===== config.mk =====
export PLATFORM = sky130hd
export DESIGN_NAME = bpa_run_scan
export DESIGN_NICKNAME = d
export VERILOG_FILES = /design/src/hw/rtl/bpa_pkg.sv /design/src/hw/rtl/bpa_run_scan.sv
export SDC_FILE = /design/constraint.sdc
export NUM_CORES = 1
export LEC_CHECK = 0
export ABC_CLOCK_PERIOD_IN_PS = 21600
export BUFFER_PORTS_ARGS = -buffer_cell sky130_fd_sc_hd__buf_2
export CORE_UTILIZATION = 56
export DETAILED_ROUTE_END_ITERATION = 10
export PLACE_DENSITY = 0.75
export SETUP_SLACK_MARGIN = 0.1
export SLEW_MARGIN = 25
export SYNTH_ARGS = -nofsm -noshare
export SYNTH_HDL_FRONTEND = slang
export SYNTH_SLANG_ARGS = --single-unit

===== constraint.sdc =====
create_clock -name vclk -period 21.6
set_input_delay 3.24 -clock vclk [all_inputs]
set_output_delay 3.24 -clock vclk [all_outputs]
set_load 0.1 [all_outputs]

===== src/hw/rtl/bpa_pkg.sv =====
`timescale 1ns / 1ps
// ----------------------------------------------------------------------------
// Bitmap page allocator package
// Field widths, status codes and bitmap segment constants shared by the
// allocator's modules.
// ----------------------------------------------------------------------------
package bpa_pkg;

   // Default number of pages covered by the bitmap.
   localparam int PAGE_COUNT_DEFAULT = 4096;

   // Beat field widths.
   localparam int MODE_W   = 1;
   localparam int COUNT_W  = 13;
   localparam int PAGE_W   = 12;
   localparam int STATUS_W = 2;
   localparam int FREE_W   = 13;
   localparam int TOTAL_W  = 13;

   // Bitmap storage: one memory word holds the used bits of eight pages.
   localparam int SEG_BITS  = 8;
   localparam int SEG_SHIFT = $clog2(SEG_BITS);

   // Request modes.
   localparam logic [MODE_W-1:0] MODE_ALLOC = 1'b0;
   localparam logic [MODE_W-1:0] MODE_FREE  = 1'b1;

   // Response status codes.
   localparam logic [STATUS_W-1:0] STATUS_OK           = 2'd0;
   localparam logic [STATUS_W-1:0] STATUS_NO_RUN       = 2'd1;
   localparam logic [STATUS_W-1:0] STATUS_BAD          = 2'd2;
   localparam logic [STATUS_W-1:0] STATUS_ALREADY_FREE = 2'd3;

   // Reset value of the page limit register and the reported free ceiling.
   localparam logic [TOTAL_W-1:0] TOTAL_RESET  = 13'd4096;
   localparam logic [FREE_W-1:0]  FREE_OUT_MAX = 13'h1FFF;

endpackage


===== src/hw/rtl/bpa_run_scan.sv =====
`timescale 1ns / 1ps
// ----------------------------------------------------------------------------
// Free run scanner
// Carries the current run of free pages across one bitmap segment and flags
// the first page at which the run reaches the requested length.
// ----------------------------------------------------------------------------
module bpa_run_scan
   import bpa_pkg::*;
#(
   parameter int CNT_W = 13
) (
   input  logic [CNT_W:0]      seg_base,
   input  logic [SEG_BITS-1:0] seg_used,
   input  logic [CNT_W-1:0]    limit,
   input  logic [CNT_W-1:0]    want,
   input  logic [CNT_W-1:0]    run_start_i,
   input  logic [CNT_W-1:0]    run_len_i,
   output logic [CNT_W-1:0]    run_start_o,
   output logic [CNT_W-1:0]    run_len_o,
   output logic                found
);

   localparam int IW1 = CNT_W + 1;

   always_comb begin
      logic [CNT_W:0]   idx;
      logic [CNT_W-1:0] start;
      logic [CNT_W-1:0] len;
      logic             hit;
      start = run_start_i;
      len   = run_len_i;
      hit   = 1'b0;
      for (int j = 0; j < SEG_BITS; j++) begin
         idx = seg_base + IW1'(j);
         if (!hit) begin
            // Pages at or beyond the limit count as used.
            if (seg_used[j] || (idx >= {1'b0, limit})) begin
               len = '0;
            end else begin
               if (len == '0) begin
                  start = idx[CNT_W-1:0];
               end
               len = len + CNT_W'(1);
               if (len >= want) begin
                  hit = 1'b1;
               end
            end
         end
      end
      run_start_o = start;
      run_len_o   = len;
      found       = hit;
   end

endmodule


==> run_results.csv, run 1 <==
group,metric,value,unit
die,row_count,54,
power_and_ir_drop,p_per_area,23.2,nW/um^2
sta,setup-violations-final,0,
route,avgViaCountPerCell,6.89,
final_layout,layout.nets,2200,
worst_setup_path,crit_required,18.36,ns
placed_design,globalplace.congestion,1.04,
hold_path,worstHoldStart,"seg_base[0]",
sta,fin_tns_setup,0,ns
placed_design,io_buffers,101,
global_routing,grtUsageTotal,41.2,%
sta,setup_ws,0.786,ns
sta,maxSlewViolCount,0,
worst_setup_path,worstSetupPathType,"in2out",
die,die_h,152,um
global_routing,grt_pass1_vias,13900,
power_and_ir_drop,total_power,0.335,mW
final_layout,layout_commonest_cell,"ha_1",
worst_setup_path,worstSetupEndpointType,"output port",
logic_synthesis,syn_area,12500,um^2
global_routing,grt_max_degree,28,
final_layout,drive_above_1_share,19.0,%
final_layout,seq_cells,0,
placed_design,place_worst_setup_slack,-0.0317,ns
logic_synthesis,ys_seq_area_share,0,%
global_routing,antenna_found_initial,1,
route,postRouteAntennaNets,0,
final_layout,fin_util,66.0,%
power_and_ir_drop,leakage,6.35,nW
die,design.die.area,23000,um^2
worst_setup_path,critical_path.max_stage_delay,0.57,ns
sta,fmax,48.0,MHz
worst_setup_path,crit_top_cell,"nand2_1",
hold_path,whs_endpoint,"run_start_o[0]",
sta,hold_viol,0,
logic_synthesis,synth_cell_types,108,
sta,whs,7.21,ns
die,start_util,57.2,%
die,ios,101,
final_layout,layout_common_cells,"ha_1, nor2_1, a21oi_1, buf_4, nand2_1",
cts,hold_buffers,0,
die,fp.coreArea,21900,um^2
sta,rsz0062_at_grt,"true",
route,drc_errors,0,
route,vias,15000,
route,wl_per_cell,22.1,um
worst_setup_path,startpoint_type,"input port",
global_routing,gr-total-overflow,0,
final_layout,fill_cells,1995,
hold_path,hold_path_depth,6,
worst_setup_path,critPathArrivalTime,17.57,ns
sta,relSlewSlack,32.7,%
sta,worst_pin_slew,1.01,ns
global_routing,grt_pass1_wl,74.3,mm
logic_synthesis,synthCells,1761,
sta,period_share,96.4,%
flow_run,drv_cap,0,
logic_synthesis,synth.avg_cell_area,7.12,um^2
final_layout,nClkBuffers,0,
sta,min_period,20.81,ns
worst_setup_path,cp_max_fo,13,
route,wl,48.3,mm
logic_synthesis,syn_nets,2058,
status,status,"finished, final reports clean",
route,drt_iter0_drc,1554,
hold_path,hold_class,"in2out",
route,drtPass1Iterations,6,
logic_synthesis,yosysWarnings,0,
placed_design,dp_hpwl,38.5,mm
die,chipWidth,152,um
final_layout,area_delta_synth_final,15.4,%
final_layout,seqCellArea,0,um^2
power_and_ir_drop,vdd_drop_max,0.0492,mV
worst_setup_path,critPathSlowestCell,"or4_1",
## worst max-delay path, delay by kind of cell
family	cells	cell delay, ns
fa+ha+maj	4	1.17
mux	2	0.65
compound gates	18	4.05
buf+inv	4	0.91
simple gates	30	7.03
xor+xnor	3	0.52
## worst max path at each step
stage,cells after the start,from,endpoint
floorplan,70,run_len_i[4],run_start_o[1]
global placement,68,run_len_i[2],run_start_o[2]
detailed placement,68,run_len_i[2],run_start_o[1]
CTS,66,run_len_i[2],run_start_o[1]
global route,70,seg_base[10],run_start_o[1]
finish,61,seg_base[10],run_start_o[1]
## what timing repair did
| action | in CTS | in global routing |
|---|---|---|
| gates cloned | 0 | 1 |
| buffers inserted | 0 | 8 |
| setup endpoints to repair | 13 | 26 |
| pin swaps | 0 | 7 |
| gates resized for setup | 2 | 59 |
| hold endpoints to repair | 0 | 0 |
## layout make-up
class              instances  area, um^2  share of cell area (%)
well taps                280         350                    2.42
diodes                     1        2.50                  0.0173
repair buffers           220        1630                    11.3
multi-input cells       1600       12200                    84.1
inverters                 81         315                    2.18
## kinds of logic after synthesis
| kind of cell | share of synthesized area, % |
|---|---|
| simple gates | 26.7 |
| compound gates | 31.5 |
| fa+ha+maj | 22.3 |
| buf+inv | 5.23 |
| xor+xnor | 10.7 |
| mux | 3.57 |
## metal layers
layer	track usage (%)	share of wire [%]
met1	52.3	41
met2	66.1	44
met3	5.84	8.7
met4	23.7	6.5
met5	0	0
## Yosys cell counts (all sizes together), types with 7 or more instances
library cell	count	area share (%)
nor4	29	1.8
o21ai	84	3.5
a31o	9	0.63
buf	34	1.4
o22ai	16	0.80
a2111oi	9	1.4
nand4	61	3.1
nor2	190	5.7
a311oi	7	0.64
nor2b	16	0.80
nand2b	26	1.3
xor2	59	4.2
or3	14	0.74
a211o	15	1.0
or4	8	0.48
ha	223	22
and2	16	0.80
a21oi	130	5.2
nor3	49	2.2
clkbuf	47	1.4
o31ai	8	0.52
a22o	9	0.63
o311ai	8	0.90
xnor2	90	6.5
inv	80	2.4
a211oi	28	1.9
nand3	69	2.8
or2	10	0.50
mux2i	38	3.0
nand2	107	3.2
a311o	7	0.56
and3	18	0.90
a31oi	14	0.75
a21boi	8	0.48
a21o	34	2.0
a22oi	10	0.68
o21a	41	2.5
o211ai	35	2.3
## metrics by stage
stage | std cells | instance area [um^2]
floorplan | 1761 | 12500
finish | 2182 | 14500
detailed placement | 2172 | 14100
CTS | 2172 | 14100
global route | 2182 | 14500
global placement | 2172 | 14100
## power breakdown
| part | total (mW) | internal, mW | switching [mW] | leakage [nW] |
|---|---|---|---|---|
| Combinational | 0.335 | 0.110 | 0.225 | 6.35 |
| Clock | 0.00000000967 | 0.00000000966 | 0 | 0.00000634 |
| Sequential | 0 | 0 | 0 | 0 |
| Total | 0.335 | 0.110 | 0.225 | 6.35 |
(Power assumes the default switching activity.)
==> run 2: changes to the inputs <==
--- a/config.mk
+++ b/config.mk
@@ -9,7 +9,7 @@
 export BUFFER_PORTS_ARGS = -buffer_cell sky130_fd_sc_hd__buf_2
 export CORE_UTILIZATION = 56
 export DETAILED_ROUTE_END_ITERATION = 10
-export PLACE_DENSITY = 0.75
+export PLACE_DENSITY_LB_ADDON = 0.25
 export SETUP_SLACK_MARGIN = 0.1
 export SLEW_MARGIN = 25
 export SYNTH_ARGS = -nofsm -noshare
==> constraint.sdc (replaced) <==
create_clock -name vclk -period 21.6
set_input_delay 3.24 -clock vclk [all_inputs]
set_output_delay 3.24 -clock vclk [all_outputs]
set_load 0.05 [all_outputs]
==> run 2 against run 1 <==
Core utilization shrank 0.53 points. Critical path depth is 2 higher. Hold slack worse by 0.063 ns. Wire length is essentially flat. Via count fell by 1.0%. Maximum frequency fell by 0.35%. Sequential cell count is the same. Design area shrank 0.80%. Sequential share of layout area unchanged. Cell count up 0.64%. Setup slack worse by 0.072 ns. Die area stayed put. Largest cell class unchanged.
==> run_results.csv, run 2 (synthesized netlist as in run 1, its figures left out) <==
group,metric,value,unit
hold_path,hold_class,"in2out",
flow_run,drv_cap,0,
sta,fin_tns_setup,0,ns
global_routing,grt_pass1_wl,74.5,mm
worst_setup_path,worstSetupEndpointType,"output port",
die,chipWidth,152,um
placed_design,globalplace.congestion,1.07,
sta,maxSlewViolCount,0,
die,ios,101,
route,wl,48.3,mm
die,design.die.area,23000,um^2
worst_setup_path,critPathSlowestCell,"or4_1",
route,avgViaCountPerCell,6.78,
placed_design,dp_cells,2185,
worst_setup_path,crit_top_cell,"nand2_1",
final_layout,layout_commonest_cell,"ha_1",
cts,hold_buffers,0,
final_layout,drive_above_1_share,19.3,%
route,wl_per_cell,22.0,um
global_routing,grtUsageTotal,41.4,%
worst_setup_path,crit_required,18.36,ns
worst_setup_path,startpoint_type,"input port",
placed_design,dp_hpwl,38.8,mm
route,drt_iter0_drc,1374,
route,drtPass1Iterations,7,
final_layout,area_delta_synth_final,14.4,%
sta,setup_ws,0.714,ns
global_routing,antenna_found_initial,0,
die,die_h,152,um
final_layout,layout.nets,2214,
placed_design,io_buffers,101,
worst_setup_path,cp_max_fo,14,
worst_setup_path,critical_path.max_stage_delay,0.58,ns
status,status,"finished, final reports clean",
worst_setup_path,critPathArrivalTime,17.65,ns
placed_design,place_area,14000,um^2
sta,setup-violations-final,0,
die,start_util,57.2,%
global_routing,gr-total-overflow,0,
final_layout,seqCellArea,0,um^2
sta,hold_viol,0,
final_layout,instances_no_fill,2196,
global_routing,grt_max_degree,28,
final_layout,layout_common_cells,"ha_1, nor2_1, buf_4, a21oi_1, nand2_1",
sta,min_period,20.89,ns
final_layout,nClkBuffers,0,
final_layout,fin_area,14300,um^2
sta,worst_pin_slew,0.924,ns
sta,relSlewSlack,38.2,%
global_routing,grt_pass1_vias,13900,
final_layout,seq_cells,0,
route,vias,14900,
route,postRouteAntennaNets,0,
worst_setup_path,worstSetupPathType,"in2out",
sta,fmax,47.9,MHz
die,fp.coreArea,21900,um^2
placed_design,place_worst_setup_slack,0.289,ns
die,row_count,54,
route,drc_errors,0,
sta,period_share,96.7,%
-- run 2: cell count changes in the layout (fill, tap and decap cells not counted), sizes merged --
cell | previous run | this run
clkbuf | 2 | 4
clkinvlp | 3 | 2
inv | 77 | 78
and3 | 19 | 18
buf | 218 | 231
-- run 2: worst paths after layout --
kind | start | to | slack [ns] | cells past startpoint
setup / recovery | run_len_i[0] | run_start_o[2] | 0.71 | 63
hold / removal | seg_base[0] | run_start_o[0] | 7.15 | 5
-- run 2: worst max-delay path, delay by kind of cell --
family / cells / cell delay (ns)
fa+ha+maj: 5 / 1.42
xor+xnor: 2 / 0.29
mux: 1 / 0.20
compound gates: 20 / 5.16
buf+inv: 6 / 1.17
simple gates: 29 / 6.09
-- run 2: final cells by class --
cell class / instances / area (um^2)
well taps: 280 / 350
fillers: 1996 / 7550
diodes: 1 / 2.50
repair buffers: 235 / 1530
inverters: 81 / 312
multi-input cells: 1599 / 12100
-- run 2: through the flow --
stage | utilization [%] | hold WS, ns
2_1_floorplan | - | 7.12
3_3_place_gp | 63.9 | 7.14
3_5_place_dp | 63.9 | 7.15
4_1_cts | 63.9 | 7.15
5_1_grt | 65.5 | 7.22
6_report | 65.5 | 7.15
-- run 2: per-layer routing --
metal	GRT usage, %	wire (um)	vias up
li1	-	-	7004
met3	6.95	4400	205
met2	66.7	21200	775
met1	52.1	19500	6902
met4	22.9	3210	0
met5	0	0	-
-- run 2: repair_timing --
item | 4_1_cts | 5_1_grt
setup buffers | 0 | 10
gates resized for setup | 0 | 55
setup endpoints to repair | 0 | 25
